--- src/pet_pkg.sv ---
package pet_pkg;

	// Command codes carried on s_tuser
	typedef enum logic [1:0] {
		CMD_TICK = 2'd0,
		CMD_SET  = 2'd1,
		CMD_KILL = 2'd2
	} cmd_t;

	// Controller states
	typedef enum logic [2:0] {
		ST_IDLE,
		ST_TICK,
		ST_SCAN,
		ST_WRITE,
		ST_KILL,
		ST_FLUSH
	} state_t;

	// One timer slot as it travels around the ring
	typedef struct packed {
		logic [7:0]  event_id;
		logic [7:0]  param;
		logic [15:0] remaining;
		logic [15:0] period;
	} slot_t;

	// Controls from the sequencer to the head unit
	typedef struct packed {
		logic clr;    // new command accepted: clear scan bookkeeping
		logic adv;    // ring rotates by one slot this cycle
		logic tick;   // tick pass
		logic scan;   // set, search pass
		logic write;  // set, write pass
		logic kill;   // kill pass
	} walk_ctrl_t;

endpackage

--- src/pet_cell.sv ---
module pet_cell import pet_pkg::*; (
	input  logic  clk,
	input  logic  arst_n,
	input  logic  shift,
	input  slot_t d,
	output slot_t q
);

	logic [7:0]  event_id_q;
	logic [7:0]  param_q;
	logic [15:0] remaining_q;
	logic [15:0] period_q;

	// Event id resets to zero so every slot starts free
	always_ff @(posedge clk or negedge arst_n) begin
		if (!arst_n) begin
			event_id_q <= '0;
		end else if (shift) begin
			event_id_q <= d.event_id;
		end
	end

	// Payload fields
	always_ff @(posedge clk) begin
		if (shift) begin
			param_q     <= d.param;
			remaining_q <= d.remaining;
			period_q    <= d.period;
		end
	end

	assign q = '{event_id: event_id_q, param: param_q, remaining: remaining_q,
		period: period_q};

endmodule

--- src/pet_head.sv ---
module pet_head import pet_pkg::*; #(
	parameter int MAX_TIMERS = 16,
	localparam int IW = $clog2(MAX_TIMERS)
) (
	input  logic          clk,
	input  logic          arst_n,
	input  walk_ctrl_t    ctrl,
	input  logic [IW-1:0] idx,
	input  logic [IW-1:0] hw,
	input  logic [7:0]    event_id,
	input  logic [7:0]    event_param,
	input  logic [15:0]   delay_ticks,
	input  slot_t         head,
	output slot_t         nxt,
	output logic          fire,
	output logic          wr_ok,
	output logic [IW-1:0] wr_tgt,
	output logic [IW-1:0] kill_hw
);

	logic          match_q, free_q;
	logic [IW-1:0] tgt_q, lastu_q;
	logic          match_d, free_d;
	logic [IW-1:0] tgt_d, lastu_d;
	logic [IW:0]   hw_next;
	logic          above_ok;

	// Slot just above the mark, if the bank has room
	assign hw_next  = {1'b0, hw} + (IW+1)'(1);
	assign above_ok = hw_next < (IW+1)'(MAX_TIMERS);
	assign wr_ok    = match_q || free_q || above_ok;
	assign wr_tgt   = (match_q || free_q) ? tgt_q : hw_next[IW-1:0];

	// Work on the slot now at the head of the ring
	always_comb begin
		nxt     = head;
		fire    = 1'b0;
		match_d = match_q;
		free_d  = free_q;
		tgt_d   = tgt_q;
		lastu_d = lastu_q;

		if (ctrl.tick && head.event_id != '0) begin
			if (head.remaining != '0) begin
				nxt.remaining = head.remaining - 16'd1;
			end else begin
				fire          = 1'b1;
				nxt.remaining = head.period - 16'd1;
			end
		end

		// First match wins; otherwise remember the highest free slot
		if (ctrl.scan && idx <= hw && !match_q) begin
			if (head.event_id == '0) begin
				free_d = 1'b1;
				tgt_d  = idx;
			end else if (head.event_id == event_id) begin
				match_d = 1'b1;
				tgt_d   = idx;
			end
		end

		if (ctrl.write && wr_ok && idx == wr_tgt) begin
			nxt.event_id  = event_id;
			nxt.param     = event_param;
			nxt.remaining = delay_ticks;
			nxt.period    = delay_ticks;
		end

		// Free matching slots and track the highest slot still in use
		if (ctrl.kill) begin
			if (head.event_id == event_id) begin
				nxt.event_id = '0;
			end
			if (nxt.event_id != '0) begin
				lastu_d = idx;
			end
		end

		kill_hw = lastu_d;
	end

	// Pass bookkeeping
	always_ff @(posedge clk or negedge arst_n) begin
		if (!arst_n) begin
			match_q <= 1'b0;
			free_q  <= 1'b0;
			tgt_q   <= '0;
			lastu_q <= '0;
		end else if (ctrl.clr) begin
			match_q <= 1'b0;
			free_q  <= 1'b0;
			tgt_q   <= '0;
			lastu_q <= '0;
		end else if (ctrl.adv) begin
			match_q <= match_d;
			free_q  <= free_d;
			tgt_q   <= tgt_d;
			lastu_q <= lastu_d;
		end
	end

endmodule

--- src/periodic_event_timer_bank.sv ---
// Bank of MAX_TIMERS periodic timers kept in a ring of slot cells that rotates one slot per
// cycle past a single head unit while a pass runs and the output does not hold it. A command
// is taken only when the previous one is finished (s_tready high only in idle). A tick takes
// one rotation and then a flush step, and its fired events leave in slot order with tlast on
// the final one; a set with nonzero delay takes two rotations (search, then write); a kill
// takes one rotation; a set with zero delay goes straight to the flush step. A busy output
// holds the rotation whenever a second fired event needs room. A tick that fires nothing, a
// kill, a stored set and a set with zero delay and id zero give no transfer.
module periodic_event_timer_bank import pet_pkg::*; #(
	parameter int MAX_TIMERS = 16
) (
	input  logic        clk,
	input  logic        arst_n,
	input  logic        s_tvalid,
	output logic        s_tready,
	input  logic [31:0] s_tdata,   // event_id[7:0], event_param[15:8], delay_ticks[31:16]
	input  logic [1:0]  s_tuser,   // cmd[1:0]
	output logic        m_tvalid,
	input  logic        m_tready,
	output logic [15:0] m_tdata,   // fired_id[7:0], fired_param[15:8]
	output logic        m_tlast    // last_of_run
);

	localparam int IW = $clog2(MAX_TIMERS);

	state_t        state_q, state_d;
	logic [IW-1:0] idx_q, hw_q;
	logic [7:0]    id_q, par_q;
	logic [15:0]   delay_q;
	logic          pv_q;
	logic [7:0]    pend_id_q, pend_par_q;
	logic          out_v_q, out_last_q;
	logic [7:0]    out_id_q, out_par_q;

	walk_ctrl_t    ctrl;
	slot_t         cq [MAX_TIMERS];
	slot_t         head_nxt;
	logic          fire, wr_ok;
	logic [IW-1:0] wr_tgt, kill_hw;
	logic          accept, out_free, walking, last_step, push_pend, flush_pend;
	cmd_t          cmd;

	assign cmd       = cmd_t'(s_tuser);
	assign accept    = s_tvalid && s_tready;
	assign out_free  = !out_v_q || m_tready;
	assign last_step = idx_q == IW'(MAX_TIMERS - 1);

	// Ring of slot cells, head at index 0, head unit feeds the tail
	for (genvar i = 0; i < MAX_TIMERS; i++) begin : g_ring
		slot_t d;
		if (i == MAX_TIMERS - 1) begin : g_tail
			assign d = head_nxt;
		end else begin : g_mid
			assign d = cq[i+1];
		end
		pet_cell u_cell (
			.clk   (clk),
			.arst_n(arst_n),
			.shift (ctrl.adv),
			.d     (d),
			.q     (cq[i])
		);
	end

	pet_head #(.MAX_TIMERS(MAX_TIMERS)) u_head (
		.clk        (clk),
		.arst_n     (arst_n),
		.ctrl       (ctrl),
		.idx        (idx_q),
		.hw         (hw_q),
		.event_id   (id_q),
		.event_param(par_q),
		.delay_ticks(delay_q),
		.head       (cq[0]),
		.nxt        (head_nxt),
		.fire       (fire),
		.wr_ok      (wr_ok),
		.wr_tgt     (wr_tgt),
		.kill_hw    (kill_hw)
	);

	// State register
	always_ff @(posedge clk or negedge arst_n) begin
		if (!arst_n) begin
			state_q <= ST_IDLE;
		end else begin
			state_q <= state_d;
		end
	end

	// Next state and pass controls
	always_comb begin
		state_d    = state_q;
		s_tready   = 1'b0;
		walking    = 1'b0;
		ctrl       = '0;
		flush_pend = 1'b0;
		unique case (state_q)
			ST_IDLE: begin
				s_tready = 1'b1;
				if (s_tvalid) begin
					unique case (cmd)
						CMD_TICK: state_d = ST_TICK;
						CMD_SET:  state_d = (s_tdata[31:16] == '0) ? ST_FLUSH : ST_SCAN;
						CMD_KILL: state_d = ST_KILL;
						default:  state_d = ST_IDLE;
					endcase
				end
			end
			ST_TICK, ST_SCAN, ST_WRITE, ST_KILL: begin
				walking    = 1'b1;
				ctrl.tick  = state_q == ST_TICK;
				ctrl.scan  = state_q == ST_SCAN;
				ctrl.write = state_q == ST_WRITE;
				ctrl.kill  = state_q == ST_KILL;
			end
			ST_FLUSH: begin
				if (!pv_q) begin
					state_d = ST_IDLE;
				end else if (out_free) begin
					flush_pend = 1'b1;
					state_d    = ST_IDLE;
				end
			end
			default: state_d = ST_IDLE;
		endcase
		ctrl.clr = accept;
		// A second fired event needs the output stage free before the ring moves on
		ctrl.adv = walking && !(fire && pv_q && !out_free);
		if (ctrl.adv && last_step) begin
			unique case (state_q)
				ST_TICK:  state_d = ST_FLUSH;
				ST_SCAN:  state_d = ST_WRITE;
				default:  state_d = ST_IDLE;
			endcase
		end
	end

	assign push_pend = ctrl.adv && fire;

	// Slot counter and high-water mark
	always_ff @(posedge clk or negedge arst_n) begin
		if (!arst_n) begin
			idx_q <= '0;
			hw_q  <= '0;
		end else if (ctrl.adv) begin
			idx_q <= last_step ? '0 : idx_q + IW'(1);
			if (last_step && state_q == ST_WRITE && wr_ok && wr_tgt > hw_q) begin
				hw_q <= wr_tgt;
			end else if (last_step && state_q == ST_KILL) begin
				hw_q <= kill_hw;
			end
		end
	end

	// Command fields held for the passes
	always_ff @(posedge clk) begin
		if (accept) begin
			id_q    <= s_tdata[7:0];
			par_q   <= s_tdata[15:8];
			delay_q <= s_tdata[31:16];
		end
	end

	// Pending event and output stage control
	always_ff @(posedge clk or negedge arst_n) begin
		if (!arst_n) begin
			pv_q    <= 1'b0;
			out_v_q <= 1'b0;
		end else begin
			if (accept && cmd == CMD_SET && s_tdata[31:16] == '0 && s_tdata[7:0] != '0) begin
				pv_q <= 1'b1;
			end else if (push_pend) begin
				pv_q <= 1'b1;
			end else if (flush_pend) begin
				pv_q <= 1'b0;
			end
			if ((push_pend && pv_q) || flush_pend) begin
				out_v_q <= 1'b1;
			end else if (m_tready) begin
				out_v_q <= 1'b0;
			end
		end
	end

	// Pending event and output stage payload
	always_ff @(posedge clk) begin
		if (accept) begin
			pend_id_q  <= s_tdata[7:0];
			pend_par_q <= s_tdata[15:8];
		end else if (push_pend) begin
			pend_id_q  <= cq[0].event_id;
			pend_par_q <= cq[0].param;
		end
		if ((push_pend && pv_q) || flush_pend) begin
			out_id_q   <= pend_id_q;
			out_par_q  <= pend_par_q;
			out_last_q <= flush_pend;
		end
	end

	assign m_tvalid = out_v_q;
	assign m_tdata  = {out_par_q, out_id_q};
	assign m_tlast  = out_last_q;

`ifndef SYNTHESIS
	a_idle_no_pending: assert property (@(posedge clk) disable iff (!arst_n)
		state_q == ST_IDLE |-> !pv_q)
		else $error("pending event left over in idle");

	a_idle_idx_zero: assert property (@(posedge clk) disable iff (!arst_n)
		state_q == ST_IDLE |-> idx_q == '0)
		else $error("ring not back in slot order at idle");

	a_hw_only_on_pass_end: assert property (@(posedge clk) disable iff (!arst_n)
		!(state_q == ST_WRITE || state_q == ST_KILL) |=> $stable(hw_q))
		else $error("high-water mark moved outside a write or kill pass");

	a_push_keeps_pending: assert property (@(posedge clk) disable iff (!arst_n)
		push_pend |=> pv_q && out_v_q == $past(out_v_q && !m_tready || pv_q))
		else $error("fired event lost between pending and output stages");
`endif

endmodule

--- config.mk ---
export PLATFORM = sky130hd
export DESIGN_NAME = periodic_event_timer_bank
export DESIGN_NICKNAME = d
export VERILOG_FILES = /design/src/pet_pkg.sv /design/src/pet_cell.sv /design/src/pet_head.sv /design/src/periodic_event_timer_bank.sv
export SDC_FILE = /design/constraint.sdc
export NUM_CORES = 1
export LEC_CHECK = 0
export BUFFER_PORTS_ARGS = -buffer_cell sky130_fd_sc_hd__clkbuf_2
export CAP_MARGIN = 5
export CORE_ASPECT_RATIO = 1.2
export CORE_MARGIN = 2
export CORE_UTILIZATION = 30
export CTS_CLUSTER_SIZE = 12
export DETAILED_ROUTE_END_ITERATION = 10
export SETUP_SLACK_MARGIN = 0.1
export SLEW_MARGIN = 40
export SYNTH_ARGS = -nofsm -noshare
export SYNTH_HDL_FRONTEND = slang
export SYNTH_HIERARCHICAL = 1
export SYNTH_SLANG_ARGS = --single-unit
--- constraint.sdc ---
create_clock -name clk -period 16.5 [get_ports clk]
set_input_delay 1.65 -clock clk [delete_from_list [all_inputs] [get_ports clk]]
set_output_delay 1.65 -clock clk [all_outputs]
set_load 0.02 [all_outputs]
# After elaboration in Yosys (flattened, before gate mapping)
# Cells that the tools add are included.
# op_classes
n_addsub,4
magnitude_cmp,3
eq_ne,14
muxes,53
n_reduce_logical,50
# ops
operator,n
2-to-1 mux 4 bit,14
2-to-1 mux 8 bit,7
2-to-1 mux 48 bit,1
2-to-1 mux 16 bit,2
"subtractor 16 x 1 -> 16 bit, second input constant",2
nonzero test 8 bit,3
2-to-1 mux 1 bit,21
logical AND 1 bit,19
case mux 3 bit (3 select lines),2
logical NOT 16 bit,1
nonzero test 16 bit,1
2-to-1 mux 3 bit,5
nonzero test 2 bit,7
AND reduction 3 bit,3
== test 8 bit,1
logical NOT 8 bit,1
"== test 3 x 2 -> 1 bit, second input constant",2
"== test 3 bit, second input constant",2
case mux 3 bit (2 select lines),1
nonzero test 3 bit,2
"adder 4 x 1 -> 5 bit, second input constant",1
"less-than comparator 5 bit, second input constant",1
"adder 4 x 1 -> 4 bit, second input constant",1
== test 4 bit,1
other kinds (16),23
# totals
register_bits,856
in_bits,38
output_inout_bits,19
word_cells,205

# Depth between registers and ports, before layout
# Gate-level depths: netlist (run 1).
# logic_depth
word_depth,13
mapped_depth,12
depth_no_buf,11

# Hierarchy
# The synthesis (run 1) kept the hierarchy.
# modules_own_cells
mod,instances,cells_each,area_per_inst_um2
pet_cell,16,57,1532.7
periodic_event_timer_bank,1,189,3129.3
pet_head,1,347,2358.5

# Worst setup path before layout (run 1)
# OpenSTA, ideal clock, no wires.
# synth_timing
path_kind,in2reg
startpoint,in m_tready
endpoint,"reg pend_id_q[0], enable pin"
arrival_time_ps,5984
t_required_ps,16127
slack_ps,10143
stages,5
n_path_buf,1
cell_sequence,nand4b_1 and3_1 buf_6 nand2_1 nand2_1
# synth_rtl
item,line,text
start: declaration,periodic_event_timer_bank.sv:19,"input logic m_tready,"
end signal: assignment,periodic_event_timer_bank.sv:189,pend_id_q <= s_tdata[7:0];
end signal: assignment,periodic_event_timer_bank.sv:192,pend_id_q <= cq[0].event_id;
end: declaration,periodic_event_timer_bank.sv:31,"logic [7:0] pend_id_q, pend_par_q;"

# Worst setup path after layout (run 1)
# layout_timing
startpoint,reg g_ring[0].u_cell.event_id_q[0]
endpoint,"reg g_ring[7].u_cell.remaining_q[10], enable pin"
# layout_via
elab_chain_len,7
# layout_rtl
item,line,text
start: declaration,pet_cell.sv:9,logic [7:0] event_id_q;
start signal: assignment,pet_cell.sv:19,event_id_q <= d.event_id;
nonzero test 8 bit,pet_head.sv:43,if (ctrl.tick && head.event_id != '0) begin
logical AND 1 bit,pet_head.sv:43,
2-to-1 mux 1 bit,pet_head.sv:43,
net fire,periodic_event_timer_bank.sv:38,"logic fire, wr_ok;"
logical AND 1 bit (2 in a row),periodic_event_timer_bank.sv:129,ctrl.adv = walking && !(fire && pv_q && !out_free);
logical NOT 1 bit,periodic_event_timer_bank.sv:129,
logical AND 1 bit,periodic_event_timer_bank.sv:129,
end signal: assignment,pet_cell.sv:27,remaining_q <= d.remaining;
end: declaration,pet_cell.sv:11,logic [15:0] remaining_q;
# The timed path passes the listed nets, and every way through them passes these cells.
# A chain may end at the register's enable or synchronous reset.

==> impl_results.md, run 1 <==
- Status: completed
- Fraction of power spent switching nets: 0.270
- First-pass GRT wire length: 75.4 mm
- Nets: 1619
- CTS resizes: 0
- CP arrival: 5.49 ns
- Post-route clock skew: 0.0579 ns
- Vias post-DR: 12900
- Worst setup SP type: flip-flop
- GR Overflow Total: 0
- Lkg Pwr: 0.0126 µW
- Die Y: 350 µm
- Sw Pwr: 1960 µW
- Reg-to-Reg Start: g_ring[0].u_cell/event_id_q[0]
- Wire per inst: 16.3 µm
- GRT Max-Usage Layer: met1
- Grt met1 use: 0.137
- Slew Limit Fails: 0
- Ys async rst share: 0.176
- Main synth FF type: edfxtp_1
- Worst-path clk slew: 0.06 ns
- Hold Crit Class: flip-flop to flip-flop
- Met3 Use GR: 0.0216
- Crit path time final: 5.27 ns
- Starting Density: 0.301
- Num rows: 127
- Post-route cell area: 34500 µm²
- RD Place Congestion: 0.850
- CTS H-tree depth: 3
- Post-Syn Nets: 1497
- Internal Power: 5290 µW
- Total CTS buffers: 88
- Crit Path Class: flip-flop to flip-flop
- Clk sinks: 856
- Initial antenna violation count: 0
- PD cells: 210 nW/µm²
- Hold buffer count at CTS: 0
- Fmax achieved: 190 MHz
- Cells after synthesis: 1448
- Port Buffers: 56
- Die X: 293 µm
- Relative slew slack: 0.471
- Cell variety after synth: 65
- Crit Path Max Fanout: 94
- GRT Total Usage: 0.0928
- Sequential power share: 0.587
- Area growth syn-to-layout: 15.1%
- Via density: 4.41
- Clk pwr share: 0.255
- Seq cells post-synth: 856
- Setup_tns: 0 ns
- Final setup viols: 0
- Synthesized area: 30000 µm²
- Remaining DRCs: 0
- DP HPWL: 27.4 mm
- Unrepaired setup endpoints after global routing: no
- Hold Path Depth: 0
- Vias in the first global route: 13300
- Hold path startpoint: g_ring[1].u_cell/remaining_q[3]
- Pin count of the biggest net entering global routing: 104
- Min-Delay Endpoint: g_ring[0].u_cell/remaining_q[3]
- I/O pin cnt: 57
- Overall Power: 7240 µW
- CTS tree: yes
- Tcrit/Tclk final: 0.319
- Layout cells sized above 1: 0.217
- Placement Cell Area: 31800 µm²
- Worst Reg2Reg Path Length in Cells: 10
- Root Buffer: clkbuf_16
- Required time worst endpoint: 16.73 ns
- Max VDD drop: 0.122 mV
- Worst setup EP type: flip-flop
- ANT nets after route: 0
- # Post-CTS Setup Buffers: 0
- Worst-Margin Slew: 0.793 ns
- Part of the Yosys area used for sequential elements: 0.831
- Final wirelength: 47.6 mm
- CTS Buffer Depth: 3
- Synth Warn #: 6
- Total core area: 99600 µm²
- DRT Pass-1 Iters: 5
- DR iter-0 viols: 1310
- FF-to-FF End: g_ring[7].u_cell/remaining_q[10]
- Max cap viols: 0
- FF-to-FF setup slack: 11.23 ns
- Skew-Pair Late Insertion Delay: 0.65 ns
- Mean area per synthesized cell: 20.7 µm²
- Number of synthesized flops with an enable pin: 705
- Met2 Usage GRT: 0.132
- Final hold viol count: 0
- Die area: 103000 µm²
- Combinational share of power: 0.158
- Hold_ws: 0.387 ns
cell usage in the layout, fill, tap and decap left out, types with 26 or more instances in the layout:
cell	count
a21oi_1	26
clkbuf_1	33
clkbuf_16	89
clkbuf_2	55
dfrtp_1	151
edfxtp_1	705
mux2_2	31
mux2_4	129
mux2i_1	28
nand2_1	40
nor2_1	39
o21ai_0	36
kinds of logic (layout without fill, tap and decap cells):
logic type | count (synthesis) | in the layout | share of synthesized area
and+or+nand+nor | 187 | 187 | 0.0320
buffers and inverters | 66 | 252 | 0.0142
xor gates and xnor gates | 17 | 17 | 0.00542
DFF | 856 | 856 | 0.831
adders and majority gates | 11 | 11 | 0.00459
other | 0 | 2 | 0
AOI/OAI and AO/OA | 121 | 121 | 0.0262
muxes | 190 | 190 | 0.0863
critical path, stage by stage, from the launching register on:
cell      delay, ns
dfrtp_1        0.43
nor4_1         0.34
nand2_1        0.21
nand2_1        0.49
nor3_2         0.21
nand4b_1       0.24
and3_4         0.57
buf_12         0.34
buf_16         0.38
buf_6          0.65
buf_4          0.75
area by class of cell:
type                    instances  area, µm²
fillers                      9147      65100
flip-flops and latches        856      24900
multi-input cells             526       4660
clock buffers                 123       2360
well taps                    1290       1610
repair buffers                 71        520
clock inverters                31        332
inverters                      27        104
diodes                          2       5.00
worst max-delay path by stage:
stage / to / cells after the start / from
floorplan: pend_id_q[0] / 5 / m_tready
global placement: g_ring[1].u_cell/remaining_q[12] / 6 / m_tready
detailed placement: g_ring[1].u_cell/remaining_q[12] / 10 / g_ring[0].u_cell/event_id_q[0]
CTS: g_ring[7].u_cell/remaining_q[10] / 10 / g_ring[0].u_cell/event_id_q[0]
global route: g_ring[1].u_cell/remaining_q[12] / 10 / g_ring[0].u_cell/event_id_q[1]
finish: g_ring[7].u_cell/remaining_q[10] / 10 / g_ring[0].u_cell/event_id_q[0]
cells in the mapped netlist (3+ instances only):
cell type / count / share of area
edfxtp_1: 705 / 0.71
dfrtp_1: 151 / 0.13
mux2_4: 129 / 0.065
nand2_1: 41 / 0.0051
nor2_1: 40 / 0.0050
o21ai_0: 36 / 0.0060
mux2_2: 31 / 0.012
mux2i_1: 28 / 0.0093
a21oi_1: 26 / 0.0043
inv_1: 26 / 0.0033
buf_6: 22 / 0.0083
nor4_1: 17 / 0.0035
nand2b_1: 16 / 0.0033
o31ai_1: 16 / 0.0040
nor3_1: 15 / 0.0025
nand3_1: 13 / 0.0022
xnor2_1: 12 / 0.0035
ha_1: 11 / 0.0046
nand4_1: 10 / 0.0021
clkbuf_1: 8 / 0.0010
buf_2: 7 / 0.0012
nor2b_1: 6 / 0.0013
a22o_1: 5 / 0.0015
and3_1: 5 / 0.0010
or3_1: 5 / 0.0010
o21a_1: 4 / 0.0010
xor2_1: 4 / 0.0012
a211oi_1: 3 / 0.00075
a22oi_1: 3 / 0.00075
and2_1: 3 / 0.00063
nor4b_1: 3 / 0.00088
o211ai_1: 3 / 0.00075
o41ai_1: 3 / 0.00088
layer usage:
metal,wire length [µm],vias to the layer above
met3,2530,97
met2,20600,344
met4,1170,0
li1,-,5845
met5,0,-
met1,23300,6608
through the flow:
stage / util / std cells / setup slack, ns
finish: 0.347 / 2926 / 11.23
floorplan: - / 1448 / 10.14
CTS: 0.347 / 2924 / 11.16
global placement: 0.318 / 2764 / 10.60
global route: 0.347 / 2924 / 10.84
detailed placement: 0.320 / 2770 / 11.21
state kept, by name (all words and copies together) (netlist names), 8 cells and up:
signal                     cells
g_ring.u_cell/period_q       256
g_ring.u_cell/remaining_q    256
g_ring.u_cell/event_id_q     128
g_ring.u_cell/param_q        128
delay_q                       16
id_q                           8
out_id_q                       8
out_par_q                      8
par_q                          8
pend_id_q                      8
pend_par_q                     8
power groups by stage:
stage | clock network (µW) | registers (µW) | logic, µW
floorplan | 0 | 4200 | 916
global placement | 0 | 4270 | 1080
detailed placement | 0 | 4280 | 1170
CTS | 1910 | 4270 | 1170
global route | 2000 | 4370 | 1260
finish | 1850 | 4250 | 1150
(Power assumes the default switching activity.)
==> inputs of run 2 (changes only) <==
clock period = 5.51 ns   (was 16.5 ns; I/O delays follow)
==> run 2 against run 1 <==
  * Global-route usage is 0.15 points lower
  * Sequential power grew to 3.0 times the previous value
  * Wire length is 0.95% lower
==> impl_results.md, run 2 (synthesis gave the netlist of run 1 again) <==
- Required time worst endpoint: 6.02 ns
- CTS Buffer Depth: 3
- Vias in the first global route: 13100
- Sequential cell area: 24900 µm²
- Final hold viol count: 0
- Top flop regs: g_ring.u_cell/period_q (256), g_ring.u_cell/remaining_q (256)
- Worst setup EP type: flip-flop
- GRT Total Usage: 0.0913
- CTS tree: yes
- GR Overflow Total: 0
- CTS H-tree depth: 3
- Total CTS buffers: 85
- Max cap viols: 0
- Area growth syn-to-layout: 14.4%
- Max VDD drop: 0.499 mV
- Layout cells sized above 1: 0.213
- Hold Crit Class: primary input to flip-flop
- Total core area: 99600 µm²
- Wire per inst: 16.2 µm
- Num rows: 127
- CP arrival: 5.06 ns
- Overall Power: 21300 µW
- Antenna diodes: 0
- Filler cells: 9126
- Setup_tns: 0 ns
- Final setup viols: 0
- Final wirelength: 47.1 mm
- Slew Limit Fails: 0
- DRT Pass-1 Iters: 6
- Die area: 103000 µm²
- Remaining DRCs: 0
- Most frequent cells in the layout: edfxtp_1, dfrtp_1, mux2_4
- RD Place Congestion: 0.791
- Unrepaired setup endpoints after global routing: no
- Fmax achieved: 220 MHz
- Die X: 293 µm
- Pin count of the biggest net entering global routing: 148
- Crit Path Max Fanout: 101
- Nets: 1617
- Lkg Pwr: 0.0125 µW
- Skew-Pair Late Insertion Delay: 0.63 ns
- Worst-Margin Slew: 0.849 ns
- Tcrit/Tclk final: 0.825
- Port Buffers: 56
- Vias post-DR: 12900
- Layout Utilization: 0.345
- DR iter-0 viols: 1224
- Status: completed
- DP HPWL: 26.8 mm
- Post-route cell area: 34300 µm²
- ANT nets after route: 0
- Starting Density: 0.301
- Hold_ws: 0.114 ns
- Root Buffer: clkbuf_16
- Die Y: 350 µm
- Clk sinks: 856
- Initial antenna violation count: 3
- Most common cell after layout, fill and taps aside: edfxtp_1
- Crit Path Class: flip-flop to flip-flop
- Crit path time final: 4.55 ns
- First-pass GRT wire length: 74.3 mm
- Relative slew slack: 0.430
- Post-route clock skew: 0.0263 ns
- Via density: 4.45
- Worst setup SP type: flip-flop
- Placement Cell Area: 31800 µm²
- Area of the multi-input gates: 4650 µm²
- I/O pin cnt: 57
- PD cells: 621 nW/µm²
- Worst-path clk slew: 0.06 ns
run 2: area by class of cell:
| type | instances | share of cell area |
|---|---|---|
| Multi-Input combinational cell | 526 | 0.135 |
| Sequential cell | 856 | 0.727 |
| Inverter | 27 | 0.00302 |
| Tap cell | 1290 | 0.0470 |
| Timing Repair Buffer | 72 | 0.0146 |
| Clock buffer | 127 | 0.0692 |
| Clock inverter | 10 | 0.00408 |
run 2: per-layer routing:
| metal | share of wire | global-route usage |
|---|---|---|
| met2 | 0.42 | 0.128 |
| met4 | 0.030 | 0.0330 |
| met1 | 0.49 | 0.134 |
| met3 | 0.058 | 0.0261 |
| met5 | 0.00081 | 0 |
run 2: stage by stage:
step / setup WS, ns / instances
final: 0.964 / 2908
after global routing: 0.828 / 2908
after global placement: 1.30 / 2767
after CTS: 1.12 / 2907
after detailed placement: 1.13 / 2769
after floorplan: 0.130 / 1448
run 2: worst paths after layout:
check | start | to | slack, ns | cells past startpoint
hold / removal | s_tdata[8] | par_q[0] | 0.11 | 1
setup / recovery | g_ring[0].u_cell/remaining_q[11] | g_ring[2].u_cell/event_id_q[0] | 0.96 | 8
setup reg to reg | g_ring[0].u_cell/remaining_q[11] | g_ring[2].u_cell/event_id_q[0] | 0.96 | 8
min in group asynchronous | arst_n | g_ring[2].u_cell/event_id_q[1] | 0.39 | 2
hold reg to reg | g_ring[10].u_cell/remaining_q[14] | g_ring[9].u_cell/remaining_q[14] | 0.41 | 0
max in group asynchronous | arst_n | g_ring[7].u_cell/event_id_q[5] | 4.25 | 3
run 2: what timing repair did:
action | CTS | global route
endpoints found under the hold margin | 73 | 0
endpoints found under the setup margin | 0 | 0
buffers inserted | 0 | 0
hold buffers | 1 | 0
gates resized for setup | 0 | 0
run 2: worst max-delay path, cell delays in order, from the launching register on:
cell and delay (ns):
edfxtp_1 0.48, nor4_1 0.59, nand3_1 0.53, nor3_1 0.85, nand4b_1 0.33, and3_4 0.45, buf_12 0.31, buf_12 0.33
mux2_4 0.38
run 2: power by group:
part / leakage [µW] / internal (µW) / switching [µW] / total [µW]
Combinational: 0.00234 / 1060 / 2320 / 3390
Sequential: 0.00899 / 11600 / 1150 / 12700
Clock: 0.00121 / 2980 / 2270 / 5250
Total: 0.0125 / 15600 / 5740 / 21300
